===== config.mk =====
export PLATFORM = sky130hd
export DESIGN_NAME = chxy_cordic_stage
export DESIGN_NICKNAME = d
export VERILOG_FILES = /design/src/hdl/chxy_pkg.sv /design/src/hdl/chxy_cordic_stage.sv
export SDC_FILE = /design/constraint.sdc
export NUM_CORES = 1
export LEC_CHECK = 0
export BUFFER_PORTS_ARGS = -buffer_cell sky130_fd_sc_hd__buf_2
export CAP_MARGIN = 25
export CORE_UTILIZATION = 49
export CTS_BUF_LIST = sky130_fd_sc_hd__clkbuf_4 sky130_fd_sc_hd__clkbuf_8 sky130_fd_sc_hd__clkbuf_16
export CTS_CLUSTER_DIAMETER = 60
export DETAILED_ROUTE_END_ITERATION = 16
export GPL_ROUTABILITY_DRIVEN = 0
export PLACE_DENSITY = 0.78
export SETUP_SLACK_MARGIN = 0.1
export SYNTH_ARGS = -nofsm -noshare
export SYNTH_HDL_FRONTEND = slang
export SYNTH_SLANG_ARGS = --single-unit
export TNS_END_PERCENT = 1

===== constraint.sdc =====
create_clock -name clock -period 2.9 [get_ports clock]
set_input_delay 0.29 -clock clock [delete_from_list [all_inputs] [get_ports clock]]
set_output_delay 0.29 -clock clock [all_outputs]
set_load 0.01 [all_outputs]

===== src/hdl/chxy_pkg.sv =====
// Shared widths, register indexes, arctangent table and stage type for the compass heading block.
package chxy_pkg;

   localparam int RAW_W            = 16;
   localparam int XY_W             = 17;
   localparam int DP_W             = 44;
   localparam int Z_W              = 22;
   localparam int SCALE_SH         = 24;
   localparam int FRONT_W          = 13;
   localparam int HEAD_W           = 13;
   localparam int WRAP_W           = 15;
   localparam int ROUND_SH         = 8;
   localparam int CORDIC_MAX       = 24;
   localparam int CORDIC_STEPS_DEF = 16;
   localparam int LAT_EXTRA        = 4;
   localparam int FULL_TURN        = 5760;
   localparam int HALF_TURN_Z      = 180 * 4096;

   localparam int CSR_IDX_W = 2;
   localparam logic [CSR_IDX_W-1:0] CSR_X_BIAS  = 2'd0;
   localparam logic [CSR_IDX_W-1:0] CSR_Y_BIAS  = 2'd1;
   localparam logic [CSR_IDX_W-1:0] CSR_FRONTAL = 2'd2;

   // atan(2^-i) in 1/4096 degree
   localparam logic [Z_W-1:0] ATAN_TAB [CORDIC_MAX] = '{
      22'd184320, 22'd108810, 22'd57492, 22'd29184, 22'd14649, 22'd7331, 22'd3667, 22'd1833,
      22'd917,    22'd458,    22'd229,   22'd115,   22'd57,    22'd29,   22'd14,   22'd7,
      22'd4,      22'd2,      22'd1,     22'd0,     22'd0,     22'd0,    22'd0,    22'd0
   };

   typedef struct packed {
      logic                   valid;
      logic                   zero;
      logic signed [DP_W-1:0] x;
      logic signed [DP_W-1:0] y;
      logic signed [Z_W-1:0]  z;
      logic signed [XY_W-1:0] cx;
      logic signed [XY_W-1:0] cy;
   } cordic_type;

endpackage


===== src/hdl/chxy_cordic_stage.sv =====
// One registered vectoring CORDIC micro-rotation.
module chxy_cordic_stage
   import chxy_pkg::*;
#(
   parameter int STEP = 0
) (
   input  logic       clock,
   input  logic       reset,
   input  cordic_type st_in,
   output cordic_type st_out
);

   cordic_type             st_ff, nx_in;
   logic signed [DP_W-1:0] dx, dy;
   logic signed [Z_W-1:0]  da;

   assign dx = st_in.y >>> STEP;
   assign dy = st_in.x >>> STEP;
   assign da = $signed(ATAN_TAB[STEP]);

   always_comb begin
      nx_in = st_in;
      if (!st_in.y[DP_W-1]) begin
         nx_in.x = st_in.x + dx;
         nx_in.y = st_in.y - dy;
         nx_in.z = st_in.z + da;
      end else begin
         nx_in.x = st_in.x - dx;
         nx_in.y = st_in.y + dy;
         nx_in.z = st_in.z - da;
      end
   end

   always_ff @(posedge clock) begin
      if (reset) begin
         st_ff.valid <= 1'b0;
      end else begin
         st_ff.valid <= nx_in.valid;
      end
      st_ff.zero <= nx_in.zero;
      st_ff.x    <= nx_in.x;
      st_ff.y    <= nx_in.y;
      st_ff.z    <= nx_in.z;
      st_ff.cx   <= nx_in.cx;
      st_ff.cy   <= nx_in.cy;
   end

   assign st_out = st_ff;

endmodule


# Word-level counts from Yosys, hierarchy flattened
# Index checks and enable logic that the tools add are counted.
dict set report word_totals {
  register_bits 146
  input_bits 148
  out_inout_bits 146
}
dict set report op_classes {
  addsub 5
  muxes 1
}
# operator count
set ops {}
lappend ops {{2-to-1 mux 110 bit} 1}
lappend ops {{subtractor 44 bit} 2}
lappend ops {{adder 44 bit} 1}
lappend ops {{adder 22 x 19 -> 22 bit, second input constant} 1}
lappend ops {{subtractor 22 x 19 -> 22 bit, second input constant} 1}

# Depth between registers and ports, before layout
dict set report depth {
  depth_word 2
  mapped_depth 14
  depth_no_buf 13
}

# Worst setup path after synthesis
# Ideal clock, no wire load.
dict set report synth_path {
  path_type {input to register}
  start {in st_in[56] in the netlist's numbering}
  end {reg st_ff, in the netlist st_out[138]}
  setup_ns 0.132
  t_arrival_ns 2.692
  t_required_ns 2.768
  setup_slack_ns 0.076
  path_stages 13
  path_cell_list {ha_1 -> inv_1 -> fa_1 -> nor2_1 -> nor2_1 -> o221a_4 -> o211ai_4 -> a311oi_1 -> or3_1 -> o21a_1 -> o31ai_1 -> a211oi_1 -> xor2_1}
}
# item line_no
set synth_rtl {}
lappend synth_rtl {{from (decl)} chxy_cordic_stage.sv:9} ;# input cordic_type st_in,
lappend synth_rtl {{to (decl)} chxy_cordic_stage.sv:13} ;# cordic_type st_ff, nx_in;

==> out/results.tsv <==
metric	value	unit
dpl.hpwl	32400	um
num_rows	55	
grt_antenna_before_repair	2	
hold_ws	0.0284	ns
root_buffer	clkbuf_16	
ios	294	
drtIter0Drc	1555	
cp_common_cell	nor2_1	
largest_register_ffs	145	
critPathCaptureType	flop	
first_global_vias	12900	
synth_nets	1743	
synth_edf_count	0	
grt_max_degree	56	
worst-setup-path-type	in -> reg	
synth_ff_type	dfxtp_1	
grt.total_usage	0.343	
crit_fanout	6	
crit_cells	14	
synth_seq_cells	145	
max_stage_delay	0.39	ns
slew_violations	0	
tightest_slew	0.800	ns
wl	41900	um
synth_top_area_frac	0.257	
finalCritPeriodShare	0.947	
fillers	1769	
io_buffers	293	
die_y	154	um
outcome	finished, final reports clean	
cp.required	3.22	ns
synth_area	11300	sq um
routed_via_density	5.76	
worstPathCellList	buf_2, inv_1, ha_1, a21oi_1, o21ai_0, a21bo_2, nor2_1, o221ai_2, o31ai_1, buf_4, o21ai_1, nor2_1, a211oi_2, xor2_1	
cp.arrival	3.06	ns
ys_types	72	
routedWlPerCell	18.2	um
via_count	13200	
clkSlewWorstSetupHoldPaths	0.07	ns
slowest_stage	ha_1	
yosysSeqAreaShare	0.257	
synthCells	1438	
rsz0062_at_grt	true	
synth_area_leaders	dfxtp_1, ha_1, a21oi_1, xnor2_1, o21ai_0	
cts_buffers	17	
area_delta_synth_final	41.5	%
cts.path.max_buffers	2	
fin_crit	2.75	ns
avgSynthCellArea	7.86	sq um
dieArea	23700	sq um
drt_first_pass_iters	6	
htree_levels	4	
hold_viol_final	0	
initial_utilization	0.499	
leakagePower	8.03	nW
min_path_cells	2	
dpl_cell_area	14800	sq um
yosysWarnings	0	
setup_tns	0	ns
cap_violations	0	
nets	2302	
drive_gt1_frac	0.315	
setup_viol	0	
crit_buf_inv	3	
overflow	0	
start_kind	primary input	
synth_top_area_cell	dfxtp_1	
min_path_type	in -> reg	
die_w	154	um
finalPower	0.00789	W
peakVddDrop	0.343	mV
finalNonFillerCells	2297	
dp.cells	2215	
tritoncts	built	
drc	0	
relSlewSlack	0.467	
final_area	16000	sq um
fmax	0.364	GHz
synth-async-reset-ratio	0	
coreArea	22600	sq um
crit_family	compound AO/OA/AOI/OAI gates	
grt_pass1_wl	64300	um
power_density	493	nW/um^2
cts.sinks	145	
antenna_left	0	
final cells by class:
| class | count | area (sq um) | area share |
|---|---|---|---|
| Multi-Input combinational cell | 1096 | 7740 | 0.484 |
| Antenna cell | 2 | 5.00 | 0.000313 |
| Sequential cell | 145 | 2900 | 0.182 |
| Timing Repair Buffer | 600 | 3890 | 0.243 |
| Clock inverter | 14 | 141 | 0.00884 |
| Tap cell | 285 | 357 | 0.0223 |
| Inverter | 137 | 514 | 0.0322 |
| Clock buffer | 18 | 439 | 0.0275 |
layout by cell type (no fill, tap or decap), types with 13 or more instances in the layout:
| master | instances |
|---|---|
| buf_2 | 293 |
| a31oi_1 | 14 |
| buf_4 | 260 |
| nand2_1 | 102 |
| inv_1 | 128 |
| o21bai_1 | 30 |
| mux2i_1 | 22 |
| ha_1 | 149 |
| dfxtp_1 | 145 |
| xnor2_1 | 87 |
| a21o_1 | 36 |
| nor3_1 | 26 |
| a21oi_1 | 173 |
| dlygate4sd3_1 | 47 |
| o21ai_0 | 94 |
| clkbuf_16 | 17 |
| nor2_1 | 108 |
| o31ai_1 | 14 |
| o21a_1 | 13 |
| nand3_1 | 26 |
through the flow:
| stage | worst slack (ns) | utilization |
|---|---|---|
| 6_report | 0.153 | 0.706 |
| 5_1_grt | 0.0556 | 0.706 |
| 4_1_cts | 0.117 | 0.700 |
| 3_5_place_dp | -0.318 | 0.654 |
| 3_3_place_gp | -0.267 | 0.654 |
| 2_1_floorplan | 0.0761 | - |
cells by family (layout without fill, tap and decap cells):
family,after synthesis,count (layout),share of synthesized area
AOI/OAI and AO/OA,479,479,0.264
and+or+nand+nor,345,345,0.143
buffers and inverters,197,769,0.0685
adders and majority gates,157,157,0.177
DFF,145,145,0.257
xor gates and xnor gates,93,93,0.0721
muxes,22,22,0.0195
other,0,2,0
power by group:
group / internal (W) / switching, W
registers: 0.00235 / 0.000106
logic: 0.00142 / 0.00180
clock network: 0.00117 / 0.00105
total: 0.00493 / 0.00295
path summary, 6_finish.rpt:
check	slack, ns	endpoint	from
setup / recovery	0.15	st_out[94]	st_in[59]
hold / removal	0.03	st_out[145]	reset
metal layers:
layer / track usage / vias to the layer above / wire, um
li1: - / 6099 / -
met1: 0.387 / 6037 / 15400
met2: 0.593 / 889 / 19700
met3: 0.0702 / 205 / 4130
met4: 0.212 / 0 / 2640
met5: 0 / - / 0
synthesized netlist by cell type (5+ instances only):
cell type  count
o221ai_1       8
xor2_1         6
o31ai_1       17
buf_2         16
a211oi_1      13
nand3_1       26
and3_1         8
o21ai_0       97
nand2_1      102
nand4_1        8
dfxtp_1      145
a21o_1        36
o21a_1        14
o211ai_1      12
nor2_1       108
nor3_1        26
a31oi_1       15
nor4_1         8
ha_1         153
inv_2          5
a211o_1        6
o21ai_1        7
a21oi_1      176
nor2b_1       11
nand2b_1      11
inv_1        129
clkbuf_1      28
mux2i_1       22
buf_1         13
a21boi_0       6
o21bai_1      31
xnor2_1       87
and2_1        11
timing repair:
item                                    CTS  global route
buffers inserted                          0             1
gates resized for setup                   0            30
endpoints found under the hold margin    47             0
hold buffers                             47             0
endpoints found under the setup margin    0            27
Note: power is estimated with default switching activity, not from simulation.
