`src/hdl/chxy_pkg.sv`:
```
// Shared widths, register indexes, arctangent table and stage type for the compass heading block.
package chxy_pkg;

   localparam int RAW_W            = 16;
   localparam int XY_W             = 17;
   localparam int DP_W             = 44;
   localparam int Z_W              = 22;
   localparam int SCALE_SH         = 24;
   localparam int FRONT_W          = 13;
   localparam int HEAD_W           = 13;
   localparam int WRAP_W           = 15;
   localparam int ROUND_SH         = 8;
   localparam int CORDIC_MAX       = 24;
   localparam int CORDIC_STEPS_DEF = 16;
   localparam int LAT_EXTRA        = 4;
   localparam int FULL_TURN        = 5760;
   localparam int HALF_TURN_Z      = 180 * 4096;

   localparam int CSR_IDX_W = 2;
   localparam logic [CSR_IDX_W-1:0] CSR_X_BIAS  = 2'd0;
   localparam logic [CSR_IDX_W-1:0] CSR_Y_BIAS  = 2'd1;
   localparam logic [CSR_IDX_W-1:0] CSR_FRONTAL = 2'd2;

   // atan(2^-i) in 1/4096 degree
   localparam logic [Z_W-1:0] ATAN_TAB [CORDIC_MAX] = '{
      22'd184320, 22'd108810, 22'd57492, 22'd29184, 22'd14649, 22'd7331, 22'd3667, 22'd1833,
      22'd917,    22'd458,    22'd229,   22'd115,   22'd57,    22'd29,   22'd14,   22'd7,
      22'd4,      22'd2,      22'd1,     22'd0,     22'd0,     22'd0,    22'd0,    22'd0
   };

   typedef struct packed {
      logic                   valid;
      logic                   zero;
      logic signed [DP_W-1:0] x;
      logic signed [DP_W-1:0] y;
      logic signed [Z_W-1:0]  z;
      logic signed [XY_W-1:0] cx;
      logic signed [XY_W-1:0] cy;
   } cordic_type;

endpackage

```
`src/hdl/chxy_prep.sv`:
```
// Offset subtraction, half-plane fold and scaling ahead of the CORDIC stages.
module chxy_prep
   import chxy_pkg::*;
(
   input  logic                    clock,
   input  logic                    reset,
   input  logic                    accept,
   input  logic signed [RAW_W-1:0] raw_x,
   input  logic signed [RAW_W-1:0] raw_y,
   input  logic signed [RAW_W-1:0] x_bias,
   input  logic signed [RAW_W-1:0] y_bias,
   output cordic_type              st_out
);

   logic                   valid_ff;
   logic signed [XY_W-1:0] cx_ff, cy_ff, cx_in, cy_in;
   logic signed [DP_W-1:0] xs, ys;
   logic                   neg;
   cordic_type             st_ff, st_in;

   assign cx_in = $signed({raw_x[RAW_W-1], raw_x}) - $signed({x_bias[RAW_W-1], x_bias});
   assign cy_in = $signed({raw_y[RAW_W-1], raw_y}) - $signed({y_bias[RAW_W-1], y_bias});

   always_ff @(posedge clock) begin
      if (reset) begin
         valid_ff <= 1'b0;
      end else begin
         valid_ff <= accept;
      end
      cx_ff <= cx_in;
      cy_ff <= cy_in;
   end

   assign xs  = $signed({{(DP_W-XY_W){cx_ff[XY_W-1]}}, cx_ff}) <<< SCALE_SH;
   assign ys  = $signed({{(DP_W-XY_W){cy_ff[XY_W-1]}}, cy_ff}) <<< SCALE_SH;
   assign neg = cx_ff[XY_W-1];

   always_comb begin
      st_in.valid = valid_ff;
      st_in.zero  = (cx_ff == '0) && (cy_ff == '0);
      st_in.cx    = cx_ff;
      st_in.cy    = cy_ff;
      if (neg) begin
         st_in.x = -xs;
         st_in.y = -ys;
         st_in.z = cy_ff[XY_W-1] ? -Z_W'(HALF_TURN_Z) : Z_W'(HALF_TURN_Z);
      end else begin
         st_in.x = xs;
         st_in.y = ys;
         st_in.z = '0;
      end
   end

   always_ff @(posedge clock) begin
      if (reset) begin
         st_ff.valid <= 1'b0;
      end else begin
         st_ff.valid <= st_in.valid;
      end
      st_ff.zero <= st_in.zero;
      st_ff.x    <= st_in.x;
      st_ff.y    <= st_in.y;
      st_ff.z    <= st_in.z;
      st_ff.cx   <= st_in.cx;
      st_ff.cy   <= st_in.cy;
   end

   assign st_out = st_ff;

endmodule

```
`config.mk`:
```
export PLATFORM = sky130hd
export DESIGN_NAME = chxy_prep
export DESIGN_NICKNAME = d
export VERILOG_FILES = /design/src/hdl/chxy_pkg.sv /design/src/hdl/chxy_prep.sv
export SDC_FILE = /design/constraint.sdc
export NUM_CORES = 1
export LEC_CHECK = 0
export BUFFER_PORTS_ARGS = -buffer_cell sky130_fd_sc_hd__buf_4
export CAP_MARGIN = 40
export CORE_MARGIN = 5
export CORE_UTILIZATION = 52
export CTS_CLUSTER_SIZE = 20
export DETAILED_ROUTE_END_ITERATION = 8
export GPL_ROUTABILITY_DRIVEN = 0
export PLACE_DENSITY_LB_ADDON = 0.05
export SYNTH_ARGS = -nofsm -noshare
export SYNTH_HDL_FRONTEND = slang
export SYNTH_SLANG_ARGS = --single-unit
```
`constraint.sdc`:
```
create_clock -name clock -period 6.4 [get_ports clock]
set_clock_uncertainty 0.2 [all_clocks]
set_input_delay 0 -clock clock [delete_from_list [all_inputs] [get_ports clock]]
set_output_delay 0 -clock clock [all_outputs]
set_load 0.1 [all_outputs]
```
# [Word-level counts from Yosys, hierarchy flattened]
# Index checks and enable logic that the tools add are counted.
[totals] n_memories=0 ram_bits=0 input_bits=67 rom_bits=0 elab_cells=21 latch_bits=0 register_bits=181
[op_classes] shift=0 addsub=4 mul=0 bitwise=0 div=0 reduce_logical=3 mux=2 eq_ne=0 magnitude_cmp=0
[op_table] operator="$mux 106" n=1
[op_table] operator="$neg 41->44" n=2
[op_table] operator="$logic_not 17->1" n=2
[op_table] operator="$sub 16x16->17" n=2
[op_table] operator="$mux 22" n=1
[op_table] operator="$logic_and 1x1->1" n=1

# [Logic depth before layout (Yosys ltp)]
[logic_depth] depth_word=2 depth_mapped=8 mapped_depth_nobuf=8

# [Worst setup path after synthesis]
# OpenSTA, ideal clock, no wires.
[synth_timing] kind="register -> register" startpoint="reg cx_ff[1]" endpoint="reg st_ff (netlist bit st_out[140])" required_time_ps=6085 slack_ps=3719 arrival_ps=2366 path_stages_with_launch=9 period_less_slack_ps=2681 path_cell_list="dfxtp_1 > inv_1 > ha_1 > or3b_4 > or4_4 > or4_4 > nor3_1 > ha_1 > and2_1"
[synth_via] elab_chain_len=1
[synth_rtl] element="start, declared" line="chxy_prep.sv:16" text="logic signed [XY_W-1:0] cx_ff, cy_ff, cx_in, cy_in;"
[synth_rtl] element="start signal, assigned" line="chxy_prep.sv:30" text="cx_ff <= cx_in;"
[synth_rtl] element="$neg 41->44" line="chxy_prep.sv:44" text="st_in.x = -xs;"
[synth_rtl] element="end, declared" line="chxy_prep.sv:19" text="cordic_type st_ff, st_in;"
# Every way passes these cells.
# A chain may end at the register's enable or synchronous reset.

# [Final worst setup path]
[layout_timing] startpoint="in x_bias[0]" endpoint="reg cx_ff[14]"
[layout_via] elab_chain_len=1
[layout_rtl] element="start, declared" line="chxy_prep.sv:10" text="input logic signed [RAW_W-1:0] x_bias,"
[layout_rtl] element="$sub 16x16->17" line="chxy_prep.sv:21" text="assign cx_in = $signed({raw_x[RAW_W-1], raw_x}) - $signed({x_bias[RAW_W-1], x_bias});"
[layout_rtl] element="named net cx_in[14]" line="chxy_prep.sv:16"
# The timed path passes the listed nets, and every way through them passes these cells.

==> reports/qor.yml <==
run_status:
  status: "finished clean"
pwr:
  power_density_nw_per_um2: 425
  leakage_nw: 3.40
  ir_worst_vdd_mv: 0.294
min_path:
  min_path_type: "input port to flip-flop"
worst_setup_path:
  crit_fanout: 4
  required_ns: 6.50
  cp.arrival_ns: 3.22
  crit_path_top_delay_cell: "dlygate4sd3_1"
  worstSetupPathType: "input port to flip-flop"
  cp_num_buf_inv: 3
  max_stage_delay_ns: 0.54
  path_cells: "dlygate4sd3_1 -> buf_4 -> ha_1 -> fa_1 -> nor2b_1 -> o2111ai_1 -> a211o_1 -> a2111oi_0 -> nand3b_1 -> dlygate4sd3_1"
  cpMostUsedCell: "dlygate4sd3_1"
  start_kind: "input port"
  path_delay_family: "buffers and inverters"
  end_kind: "flip-flop"
  rrSetupSlack_ns: 3.51
synthesis:
  synth_edf_count: 0
  yosys-top-cells-count: "112 x dfxtp_1, 69 x buf_4, 52 x inv_1"
  synthArstFlopShare_pct: 0
  synth_top_flop_cell: "dfxtp_1"
  ys_types: 52
  synth_top_area_share_pct: 42.8
  ys_seq_elements: 112
  syn_inst: 554
  yosys-top-cells-area: "dfxtp_1 43%, buf_4 9.9%, ha_1 8.6%, xnor2_1 6.7%, inv_1 3.7%"
  yosysWarnings: 0
  synth_area_per_cell_um2: 9.45
  seq_area_frac_synth_pct: 42.8
  netlist_area_um2: 5240
  yosysMostFrequentCell: "dfxtp_1"
  synth.largest_area_cell: "dfxtp_1"
grt:
  grt_pass1_wl_mm: 18.5
  grt_pass1_vias: 4080
  antenna_found_initial: 0
  grt_max_degree: 38
  grt_util_all_layers_pct: 19.0
  grt-ovfl-total: 0
final_layout:
  nets: 880
  drive_gt1_share_pct: 22.4
  final_cells: 913
  area_growth_pct: 36.3
  nFillCells: 735
  post-route-util_pct: 72.7
  diodes: 0
flow_run:
  cap_violations: 0
route:
  routedWlPerCell_um: 13.0
  antenna_violating_nets_post_route: 0
  drt_iter0_drc: 182
  vias: 4321
  via_per_inst: 4.73
  drt-total-wl_mm: 11.9
  drcViolationCount: 0
  drt_first_pass_iters: 5
clocking:
  clk_latency_ns: 0.35
  cts_tree: "done"
  post_cts_buffers: 0
  clock-sinks: 112
  cts_buffers: 9
  cts_root_buf: "clkbuf_8"
  clkTransAtPathRegs_ns: 0.10
  ctsLongestPathBuffers: 2
  h-tree-depth: 3
timing:
  period_minus_slack_ns: 3.12
  setup_slack_ns: 3.28
  timing.final.setup_violations: 0
  finalHoldViolations: 0
  worst_pin_slew_ns: 0.667
  rsz0062_at_grt: "no"
  period_share_pct: 48.7
  slew_headroom_pct: 55.1
  finalMaxSlewViolations: 0
  final.setup.tns_ns: 0
  fmax_ghz: 0.321
die:
  initial_core_util_pct: 53.3
  die_y_um: 110
  die_w_um: 110
  dieArea_um2: 12200
  rows: 36
  core_area_um2: 9820
  ios: 213
placement:
  place_inst: 825
  pre_cts_ws_ns: 3.53
  dp_hpwl_mm: 9.16
  port_buffers: 150
==> layout by cell type (no fill, tap or decap), types with 6 or more instances in the layout <==
master	n
xor2_1	7
nand3_1	11
o21a_1	11
clkbuf_8	10
xnor2_1	40
nor2b_1	7
nor2_1	29
ha_1	36
nand2_1	32
dlygate4sd3_1	72
o21ai_0	26
nor3_1	7
nor4_1	6
nand2b_1	6
a21oi_1	22
dfxtp_1	112
buf_4	151
o31ai_1	11
inv_1	52
conb_1	65
==> final timing paths <==
check,cells past startpoint,to,startpoint
max,10,cx_ff[14],x_bias[0]
min,5,cy_ff[13],raw_y[13]
max reg2reg,8,st_out[140],cx_ff[1]
min reg2reg,0,st_out[5],cy_ff[5]
==> kinds of logic after synthesis <==
family	count (synthesis)	synth area share, %
fa+ha+maj	38	9.37
buf+inv	129	14.5
simple gates	120	11.6
other cells	1	0.0716
compound gates	106	13.6
xor+xnor	47	7.86
mux	1	0.191
flops	112	42.8
==> where the power goes <==
part           leakage [nW]  internal [mW]  switching, mW  total, mW
logic                  2.35          0.360           1.30       1.66
registers             0.944          0.865          0.104      0.969
clock network         0.104          0.165          0.242      0.407
==> layer usage <==
| layer | track usage (%) | wire [um] | up-vias |
|---|---|---|---|
| met5 | 0 | 0 | - |
| met1 | 25.0 | 5280 | 1953 |
| met4 | 3.78 | 94 | 0 |
| met3 | 3.96 | 877 | 8 |
| li1 | - | - | 2185 |
| met2 | 32.6 | 5650 | 175 |
==> through the flow <==
stage / instance area, um2 / power [mW] / hold WS [ns]
detailed placement: 6210 / 2.58 / -0.0288
global route: 7140 / 3.16 / 0.0296
CTS: 7140 / 3.05 / 0.00405
floorplan: 5480 / 2.30 / -0.128
global placement: 6210 / 2.57 / -0.0329
finish: 7140 / 3.03 / 0.0149
==> repair_timing <==
action / CTS / global route
resized for setup: 0 / 0
hold buffers: 72 / 0
hold endpoints to repair: 36 / 0
==> state kept, by name, indices dropped and copies added, names as in the netlist <==
register  cells
st_out       77
cy_ff        17
valid_ff      1
cx_ff        17
==> worst reg2reg max path, delay by kind of cell (launching register included) <==
family | cells | cell delay [ns]
adders and majority gates | 2 | 0.42
buffers and inverters | 1 | 0.08
DFF | 1 | 0.35
and+or+nand+nor | 5 | 1.75
==> cell type report <==
cell class	instances	area, um2	area share (%)
multi-input combinational	377	2480	34.7
sequential	112	2240	31.4
timing repair buffer	223	1850	26.0
inverter	52	195	2.73
tap	133	166	2.33
clock buffer	10	138	1.93
clock inverter	6	65.1	0.912
Note: power is estimated with default switching activity, not from simulation.
