$ cat config.mk
export PLATFORM = sky130hd
export DESIGN_NAME = chxy_wrap
export DESIGN_NICKNAME = d
export VERILOG_FILES = /design/src/hdl/chxy_pkg.sv /design/src/hdl/chxy_wrap.sv
export SDC_FILE = /design/constraint.sdc
export NUM_CORES = 1
export LEC_CHECK = 0
export BUFFER_PORTS_ARGS = -buffer_cell sky130_fd_sc_hd__buf_2
export CORE_MARGIN = 5
export CORE_UTILIZATION = 34
export DETAILED_ROUTE_END_ITERATION = 8
export GPL_ROUTABILITY_DRIVEN = 0
export GPL_TIMING_DRIVEN = 0
export PLACE_DENSITY_LB_ADDON = 0.2
export SETUP_SLACK_MARGIN = 0.05
export SLEW_MARGIN = 5
export SYNTH_ARGS = -nofsm -noshare
export SYNTH_HDL_FRONTEND = slang
export SYNTH_SLANG_ARGS = --single-unit
$ cat constraint.sdc
create_clock -name clock -period 4.5 [get_ports clock]
set_clock_uncertainty 0.1 [all_clocks]
set_input_delay 0.45 -clock clock [delete_from_list [all_inputs] [get_ports clock]]
set_output_delay 0.45 -clock clock [all_outputs]
set_load 0.05 [all_outputs]
$ cat src/hdl/chxy_pkg.sv
// Shared widths, register indexes, arctangent table and stage type for the compass heading block.
package chxy_pkg;

   localparam int RAW_W            = 16;
   localparam int XY_W             = 17;
   localparam int DP_W             = 44;
   localparam int Z_W              = 22;
   localparam int SCALE_SH         = 24;
   localparam int FRONT_W          = 13;
   localparam int HEAD_W           = 13;
   localparam int WRAP_W           = 15;
   localparam int ROUND_SH         = 8;
   localparam int CORDIC_MAX       = 24;
   localparam int CORDIC_STEPS_DEF = 16;
   localparam int LAT_EXTRA        = 4;
   localparam int FULL_TURN        = 5760;
   localparam int HALF_TURN_Z      = 180 * 4096;

   localparam int CSR_IDX_W = 2;
   localparam logic [CSR_IDX_W-1:0] CSR_X_BIAS  = 2'd0;
   localparam logic [CSR_IDX_W-1:0] CSR_Y_BIAS  = 2'd1;
   localparam logic [CSR_IDX_W-1:0] CSR_FRONTAL = 2'd2;

   // atan(2^-i) in 1/4096 degree
   localparam logic [Z_W-1:0] ATAN_TAB [CORDIC_MAX] = '{
      22'd184320, 22'd108810, 22'd57492, 22'd29184, 22'd14649, 22'd7331, 22'd3667, 22'd1833,
      22'd917,    22'd458,    22'd229,   22'd115,   22'd57,    22'd29,   22'd14,   22'd7,
      22'd4,      22'd2,      22'd1,     22'd0,     22'd0,     22'd0,    22'd0,    22'd0
   };

   typedef struct packed {
      logic                   valid;
      logic                   zero;
      logic signed [DP_W-1:0] x;
      logic signed [DP_W-1:0] y;
      logic signed [Z_W-1:0]  z;
      logic signed [XY_W-1:0] cx;
      logic signed [XY_W-1:0] cy;
   } cordic_type;

endpackage

$ cat src/hdl/chxy_wrap.sv
// Rounding to 1/16 degree, frontal subtraction and modulo-360 wrap, two stages.
module chxy_wrap
   import chxy_pkg::*;
(
   input  logic                    clock,
   input  logic                    reset,
   input  cordic_type              st_in,
   input  logic [FRONT_W-1:0]      frontal_mod,
   output logic                    rsp_valid,
   output logic [HEAD_W-1:0]       rsp_heading,
   output logic signed [XY_W-1:0]  rsp_corrected_x,
   output logic signed [XY_W-1:0]  rsp_corrected_y
);

   localparam int A_W = Z_W - ROUND_SH;

   logic signed [Z_W-1:0]    z_eff, z_rnd;
   logic signed [A_W-1:0]    a16;
   logic signed [WRAP_W:0]   u_full;
   logic [WRAP_W-1:0]        u_ff, u_in;
   logic                     valid_ff;
   logic signed [XY_W-1:0]   cx_ff, cy_ff;
   logic [WRAP_W-1:0]        h_wide;
   logic                     out_valid_ff;
   logic [HEAD_W-1:0]        heading_ff, heading_in;
   logic signed [XY_W-1:0]   out_cx_ff, out_cy_ff;

   assign z_eff  = st_in.zero ? '0 : st_in.z;
   assign z_rnd  = z_eff + Z_W'(128);
   assign a16    = z_rnd[Z_W-1:ROUND_SH];
   assign u_full = $signed({{(WRAP_W+1-A_W){a16[A_W-1]}}, a16})
                 - $signed({{(WRAP_W+1-FRONT_W){1'b0}}, frontal_mod})
                 + (WRAP_W+1)'(2 * FULL_TURN);
   assign u_in   = u_full[WRAP_W-1:0];

   always_ff @(posedge clock) begin
      if (reset) begin
         valid_ff <= 1'b0;
      end else begin
         valid_ff <= st_in.valid;
      end
      u_ff  <= u_in;
      cx_ff <= st_in.cx;
      cy_ff <= st_in.cy;
   end

   always_comb begin
      if (u_ff >= WRAP_W'(2 * FULL_TURN)) begin
         h_wide = u_ff - WRAP_W'(2 * FULL_TURN);
      end else if (u_ff >= WRAP_W'(FULL_TURN)) begin
         h_wide = u_ff - WRAP_W'(FULL_TURN);
      end else begin
         h_wide = u_ff;
      end
   end

   assign heading_in = h_wide[HEAD_W-1:0];

   always_ff @(posedge clock) begin
      if (reset) begin
         out_valid_ff <= 1'b0;
      end else begin
         out_valid_ff <= valid_ff;
      end
      heading_ff <= heading_in;
      out_cx_ff  <= cx_ff;
      out_cy_ff  <= cy_ff;
   end

   assign rsp_valid       = out_valid_ff;
   assign rsp_heading     = heading_ff;
   assign rsp_corrected_x = out_cx_ff;
   assign rsp_corrected_y = out_cy_ff;

endmodule

# --- After elaboration in Yosys (flattened, before gate mapping) ---
# Cells that the tools add are included.
op_classes:
  addsub: 5
  n_lt_le_gt_ge: 2
  muxes: 3
ops:
  columns: ["op", "n"]
  rows:
  - ["$mux W13", 2]
  - ["$add A22 B9 Y22 const B", 1]
  - ["$mux W22", 1]
  - ["$add A15 B15 Y15 const B", 1]
  - ["$ge A15 B13 Y1 const B", 1]
  - ["$ge A15 B14 Y1 const B", 1]
  - ["$sub A14 B14 Y15", 1]
  - ["$sub A13 B12 Y13 const B", 1]
  - ["$sub A13 B13 Y13 const B", 1]
word_totals:
  reg_bits: 98
  wordCells: 18

# --- Depth between registers and ports, before layout ---
# Gate-level depths: netlist (run 1).
logic_depth:
  depth_word: 4
  ltp_mapped: 15
  ltp_nobuf: 14

# --- Least setup slack after synthesis (run 1) ---
# OpenSTA, ideal clock, no wires.
synth_timing:
  path_type: "input -> register"
  from: "input st_in[144] (netlist name)"
  to: "register u_ff[11]"
  setup_time_ns: 0.072
  arrival_ns: 2.939
  path_slack_ns: 1.388
  stages: 14
  path_buffers: 1
  path_cell_list: "clkbuf_1 > nor2b_1 > ha_1 > and4_1 > nand2_1 > xor2_1 > nor2_1 > ha_1 > ha_1 > o21ai_0 > a21oi_1 > a31o_2 > a21oi_1 > xnor2_1"
synth_via:
  elab_chain_len: 4
synth_rtl:
  columns: ["item", "line_no", "text"]
  rows:
  - ["start: declaration", "chxy_wrap.sv:7", "input cordic_type st_in,"]
  - ["$mux W22", "chxy_wrap.sv:28", "assign z_eff = st_in.zero ? '0 : st_in.z;"]
  - ["$add A22 B9 Y22", "chxy_wrap.sv:29", "assign z_rnd = z_eff + Z_W'(128);"]
  - ["$sub A14 B14 Y15", "chxy_wrap.sv:32", "- $signed({{(WRAP_W+1-FRONT_W){1'b0}}, frontal_mod})"]
  - ["$add A15 B15 Y15", "chxy_wrap.sv:33", "+ (WRAP_W+1)'(2 * FULL_TURN);"]
  - ["net u_full[11]", "chxy_wrap.sv:19", "logic signed [WRAP_W:0] u_full;"]
  - ["end signal: assignment", "chxy_wrap.sv:42", "u_ff <= u_in;"]
  - ["end: declaration", "chxy_wrap.sv:20", "logic [WRAP_W-1:0] u_ff, u_in;"]
# The timed path passes the listed nets, and every way through them passes these cells.
# A chain may end at the register's enable or synchronous reset.

# --- Final worst setup path (run 1) ---
# Same ends and word-level chain as after synthesis.

==> results of run 1 <==
## worst max-delay path, delay by kind of cell
family,cells,cell delay [ns]
and+or+nand+nor,4,0.46
AOI/OAI and AO/OA,4,0.90
adders and majority gates,3,0.90
buffers and inverters,2,0.50
xor gates and xnor gates,2,0.26
## layout make-up
| type | instances | area share [%] |
|---|---|---|
| sequential | 98 | 43.2 |
| multi-input combinational | 194 | 32.9 |
| timing repair buffer | 113 | 12.5 |
| tap | 136 | 3.75 |
| clock buffer | 9 | 2.73 |
| clock inverter | 7 | 2.43 |
| inverter | 28 | 2.32 |
| buffer | 2 | 0.165 |
## layer usage
metal  vias to the layer above  global-route usage (%)
met3                         2                    4.15
met4                         0                    3.37
met2                       107                    17.1
met1                      1097                    14.2
li1                       1357                       -
met5                         -                       0
## worst max-delay path by stage
stage | end | slack [ns]
after floorplan | u_ff[11]$_DFF_P_ | 1.39
after global placement | u_ff[11]$_DFF_P_ | 0.80
after detailed placement | u_ff[11]$_DFF_P_ | 0.83
after CTS | u_ff[11]$_DFF_P_ | 1.20
after global routing | u_ff[14]$_DFF_P_ | 0.99
final | u_ff[11]$_DFF_P_ | 1.22
## stage by stage
| step | hold slack [ns] | cell area [sq um] | util (%) | cells | power, mW |
|---|---|---|---|---|---|
| 6_report | 0.0960 | 4540 | 44.2 | 587 | 2.31 |
| 3_5_place_dp | 0.212 | 4300 | 41.9 | 571 | 1.71 |
| 2_1_floorplan | 0.210 | 3570 | - | 322 | 1.54 |
| 3_3_place_gp | 0.210 | 4300 | 41.9 | 571 | 1.70 |
| 4_1_cts | 0.0640 | 4540 | 44.2 | 587 | 2.34 |
| 5_1_grt | 0.0560 | 4540 | 44.2 | 587 | 2.45 |
## cells by family (layout without fill, tap and decap cells)
family | count (synthesis) | count (layout) | synth area share (%)
flip-flops | 98 | 98 | 55.0
AND/OR/NAND/NOR | 79 | 79 | 12.6
AO/OA/AOI/OAI | 52 | 52 | 9.85
adder cells (fa/ha/maj) | 34 | 34 | 12.1
buffers and inverters | 30 | 159 | 3.16
XOR/XNOR | 24 | 24 | 5.89
multiplexers | 5 | 5 | 1.44
## registers in the layout, summed over array words and instances, names as in the netlist
signal / flops
rsp_corrected_y: 17
rsp_heading: 13
rsp_corrected_x: 17
u_ff: 15
valid_ff: 1
cy_ff: 17
cx_ff: 17
rsp_valid: 1
## power breakdown
part           leakage [nW]  switching [mW]  internal [mW]
combinational          1.22           0.431          0.216
sequential            0.827          0.0567          0.981
clock                 0.119           0.302          0.324
total                  2.17           0.789           1.52
## cells in the final DEF (no fill, tap or decap), types with 4 or more instances in the layout
cell type	instances
a21o_1	4
a31oi_1	4
nand2_1	15
nor2b_1	9
xnor2_1	14
mux2i_1	4
o21ai_0	10
dfxtp_1	98
nand4_1	4
nor4_1	4
nand3_1	10
nor2_1	15
inv_1	28
xor2_1	10
buf_2	113
clkbuf_8	9
a21oi_1	15
ha_1	33
o211ai_1	5
==> reports/metrics.csv, run 1 <==
stage,metric,value,unit
outcome,status,"finished, final reports clean",
floorplanning,rows,37,
sta,rsz0062_at_grt,no,
power_and_ir_drop,peakVddDrop,0.240,mV
placed_design,hpwl,5500,um
power_and_ir_drop,p_per_area,509,nW/um^2
worst_setup_path,worstPathRequired,4.69,ns
sta,finalHoldViolCount,0,
global_routing,grt_pass1_vias,2481,
floorplanning,boundaryPins,209,
worst_setup_path,crit_path_start,st_in[144],
cells_and_area,ff_latch_area,1960,sq um
worst_setup_path,critPathMaxFanout,10,
run,cap_violations,0,
cells_and_area,multi_input_area,1490,sq um
global_routing,grt_pass1_wl,11300,um
placed_design,dp_slack,0.826,ns
min_path,hold_path_class,input pin to flop,
routing,wirelength,6820,um
yosys,synth_area_leaders,"dfxtp_1 (55%), ha_1 (12%), xnor2_1 (3.4%)",
worst_setup_path,r2r-end,rsp_heading[8]$_DFF_P_,
min_path,worstHoldStart,st_in[21],
yosys,syn_nets,517,
clocking,cts_tree,built,
yosys,synth-main-ff-cell,dfxtp_1,
min_path,min_to,cx_ff[4]$_DFF_P_,
clocking,root_buffer,clkbuf_8,
worst_setup_path,crit_chain,buf_2 > clkbuf_1 > nor2b_1 > ha_1 > and4_1 > nand2_1 > xor2_1 > nor2_1 > ha_1 > ha_1 > o21ai_0 > a21oi_1 > a31o_2 > a21oi_1 > xnor2_1,
cells_and_area,drive_gt1_share,31.3,%
yosys,netlist_area,3570,sq um
clocking,path_clk_slew,0.10,ns
clocking,cts.path.max_buffers,2,
clocking,numCtsBuffers,9,
yosys,synth_top_cell_area_share,55.0,%
floorplanning,core_region_area,10300,sq um
placed_design,io_buffers,113,
cells_and_area,n_fill_cell,1023,
worst_setup_path,cp-start-kind,input pin,
clocking,clk_latency,0.35,ns
worst_setup_path,ff2ff_path_depth,7,
routing,vias_per_cell,4.37,
sta,timing.fmax,0.305,GHz
yosys,synthCells,322,
sta,period_minus_slack,3.28,ns
worst_setup_path,cp.arrival,3.47,ns
worst_setup_path,endpoint_kind,flop,
yosys,avgSynthCellArea,11.1,sq um
routing,final_antenna_net_count,0,
routing,highest_layer,met4,
worst_setup_path,worst-setup-path-type,input pin to flop,
routing,drt-met1-wl,3240,um
min_path,whs_path_depth,1,
sta,finalSetupViolCount,0,
global_routing,grt_start_max_net_pins,19,
worst_setup_path,r2r-start,u_ff[8]$_DFF_P_,
yosys,async_reset_ff_share,0,%
clocking,postCtsSetupRepairBufs,0,
cells_and_area,diodes,0,
sta,worstMarginPinSlew,0.615,ns
routing,wl_per_cell,11.6,um
worst_setup_path,critPathSlowestCell,clkbuf_1,
clocking,hold_buffers,0,
yosys,synthMostInstantiatedCell,dfxtp_1,
floorplanning,chipHeight,112,um
worst_setup_path,rrSetupSlack,2.29,ns
power_and_ir_drop,p_leak,2.17,nW
clocking,cts_sinks,98,
clocking,cts_resized,0,
floorplanning,start_util,34.7,%
routing,first_pass_iters,4,
routing,route.met2.wl,2970,um
routing,vias,2563,
cells_and_area,layout.nets,641,
yosys,synth-seq-cells,98,
sta,slew_headroom,58.6,%
worst_setup_path,cpPeakStageDelay,0.34,ns
routing,met3WireLength,575,um
routing,drt_iter0_markers,103,
yosys,synth_area_leader_cell,dfxtp_1,
sta,slew_violations,0,
sta,timing.final.ws_setup,1.22,ns
routing,drc,0,
sta,tns,0,ns
floorplanning,dieArea,12600,sq um
clocking,htree_levels,3,
yosys,ys_types,45,
yosys,netlist_top_cells_count,"dfxtp_1 (98), ha_1 (33), inv_1 (28)",
global_routing,antenna_found_initial,0,
floorplanning,die_w,112,um
yosys,synth_warnings,0,
yosys,synth-seq-area-share,55.0,%
cells_and_area,syn_to_final_growth,27.2,%
global_routing,track_usage,11.0,%
worst_setup_path,path_common_cell,ha_1,
sta,timing.final.crit_share,72.9,%
global_routing,grt.overflow.total,0,
yosys,synth_edf_count,0,
No activity file was read; power rests on OpenSTA's default activity.
==> run 2: changes to the inputs <==
- clock period: 4.5 -> 3 ns (I/O delays scaled with it)
==> run 2 against run 1 <==
Effect of this change:
- combinational power is 59% higher
- clock-buffer cell count is the same
- largest power group unchanged
- wire length is 12% higher
- utilization rose by 4.1 points
- clock power rose by 38%
- sequential share of layout area fell by 3.7 points
- global-route usage rose by 0.59 points
- non-clock buffer count grew 38
- cell count is 6.5% higher
- die area did not move
==> reports/metrics.csv, run 2 (same netlist as run 1, synthesis figures left out) <==
stage,metric,value,unit
routing,drc,0,
clocking,cts.path.max_buffers,2,
worst_setup_path,critPathMaxFanout,10,
worst_setup_path,cp-start-kind,input pin,
sta,hold_ws,0.0613,ns
sta,period_minus_slack,2.85,ns
power_and_ir_drop,switching_share,35.1,%
routing,wl_per_cell,12.3,um
floorplanning,start_util,34.7,%
clocking,numCtsBuffers,9,
sta,slew_headroom,59.7,%
cells_and_area,syn_to_final_growth,39.1,%
power_and_ir_drop,p_per_area,696,nW/um^2
power_and_ir_drop,power.switching,1.21,mW
floorplanning,dieArea,12600,sq um
global_routing,grt_pass1_vias,2696,
clocking,cts_sinks,98,
power_and_ir_drop,sequentialPowerShare,45.1,%
clocking,path_clk_slew,0.10,ns
routing,drt_iter0_markers,78,
power_and_ir_drop,peakVddDrop,0.341,mV
floorplanning,boundaryPins,209,
power_and_ir_drop,p_leak,2.33,nW
cells_and_area,drive_gt1_share,32.1,%
worst_setup_path,endpoint_kind,flop,
cells_and_area,multi_input_area,1570,sq um
cells_and_area,utilization,48.3,%
clocking,htree_levels,3,
placed_design,placed_cells,571,
sta,timing.final.crit_share,94.8,%
floorplanning,chipHeight,112,um
cells_and_area,ff_latch_area,1960,sq um
run,cap_violations,0,
cells_and_area,finalNonFillerCells,625,
sta,rsz0062_at_grt,yes,
worst_setup_path,cp.arrival,2.99,ns
cells_and_area,layout.nets,679,
routing,vias_per_cell,4.37,
clocking,cts_tree,built,
min_path,hold_path_class,input pin to flop,
routing,final_antenna_net_count,0,
cells_and_area,final_cell_mix,"buf_2 (114), dfxtp_1 (98), dlygate4sd3_1 (35)",
worst_setup_path,worstPathRequired,3.15,ns
power_and_ir_drop,p_clk_share,24.9,%
sta,worstMarginPinSlew,0.602,ns
global_routing,track_usage,11.6,%
clocking,clk_latency,0.35,ns
cells_and_area,n_fill_cell,973,
worst_setup_path,worst-setup-path-type,input pin to flop,
global_routing,grt_start_max_net_pins,19,
cells_and_area,diodes,0,
routing,wirelength,7660,um
global_routing,grt_pass1_wl,12200,um
power_and_ir_drop,combPwrFrac,29.9,%
routing,vias,2730,
floorplanning,rows,37,
clocking,root_buffer,clkbuf_8,
sta,tns,0,ns
outcome,status,"finished, final reports clean",
sta,finalSetupViolCount,0,
floorplanning,core_region_area,10300,sq um
sta,finalHoldViolCount,0,
cells_and_area,final_common_cell,buf_2,
sta,slew_violations,0,
floorplanning,die_w,112,um
placed_design,hpwl,5580,um
global_routing,antenna_found_initial,0,
global_routing,grt.overflow.total,0,
placed_design,io_buffers,113,
routing,first_pass_iters,4,
sta,timing.fmax,0.351,GHz
power_and_ir_drop,p_int,2.24,mW
-- run 2: per-stage QoR --
step	setup slack [ns]	cell area (sq um)	power (mW)
floorplan	0.0980	3570	2.32
global placement	-0.419	4310	2.55
detailed placement	-0.418	4310	2.56
CTS	0.0884	4880	3.47
global route	-0.00340	4960	3.64
finish	0.155	4960	3.45
-- run 2: power groups by stage --
stage	clock network, mW	logic, mW	registers (mW)
floorplan	0	0.415	1.90
global placement	0	0.966	1.59
detailed placement	0	0.973	1.59
CTS	0.893	1.02	1.56
global route	0.945	1.11	1.58
finish	0.861	1.03	1.56
-- run 2: per-layer routing --
metal | track usage, % | share of wire, %
met4 | 4.33 | 0.95
met1 | 14.6 | 46
met3 | 2.32 | 5.6
met5 | 0 | 0
met2 | 19.7 | 47
-- run 2: what timing repair did --
item | in CTS | in global routing
resized for setup | 6 | 13
pin swaps | 0 | 3
endpoints found under the setup margin | 3 | 5
hold buffers | 35 | 0
hold endpoints to repair | 36 | 0
setup buffers | 0 | 3
-- run 2: worst paths after layout --
path,from,to,slack (ns),cells past startpoint
worst min-delay path,st_in[145],valid_ff$_SDFF_PP0_,0.06,2
worst min register to register,cy_ff[9]$_DFF_P_,rsp_corrected_y[9]$_DFF_P_,0.23,0
worst max register to register,u_ff[8]$_DFF_P_,rsp_heading[8]$_DFF_P_,0.80,7
worst max-delay path,st_in[144],u_ff[14]$_DFF_P_,0.15,15
-- run 2: final cells by class --
| class | instances | share of cell area, % |
|---|---|---|
| tap | 136 | 3.43 |
| sequential | 98 | 39.5 |
| clock buffer | 9 | 2.50 |
| clock inverter | 7 | 1.77 |
| buffer | 2 | 0.177 |
| inverter | 28 | 2.12 |
| multi-input combinational | 194 | 31.6 |
| timing repair buffer | 151 | 18.9 |
-- run 2: worst max-delay path, stage by stage --
cell and delay (ns):
buf_2 0.15, buf_2 0.19, nor2b_1 0.13, ha_2 0.23
and4_4 0.25, nand2_1 0.07, xor2_1 0.13, nor2_1 0.09
ha_1 0.24, ha_2 0.24, nor4_2 0.18, o211ai_1 0.23
a31oi_2 0.30, a21oi_1 0.11, xor2_1 0.14
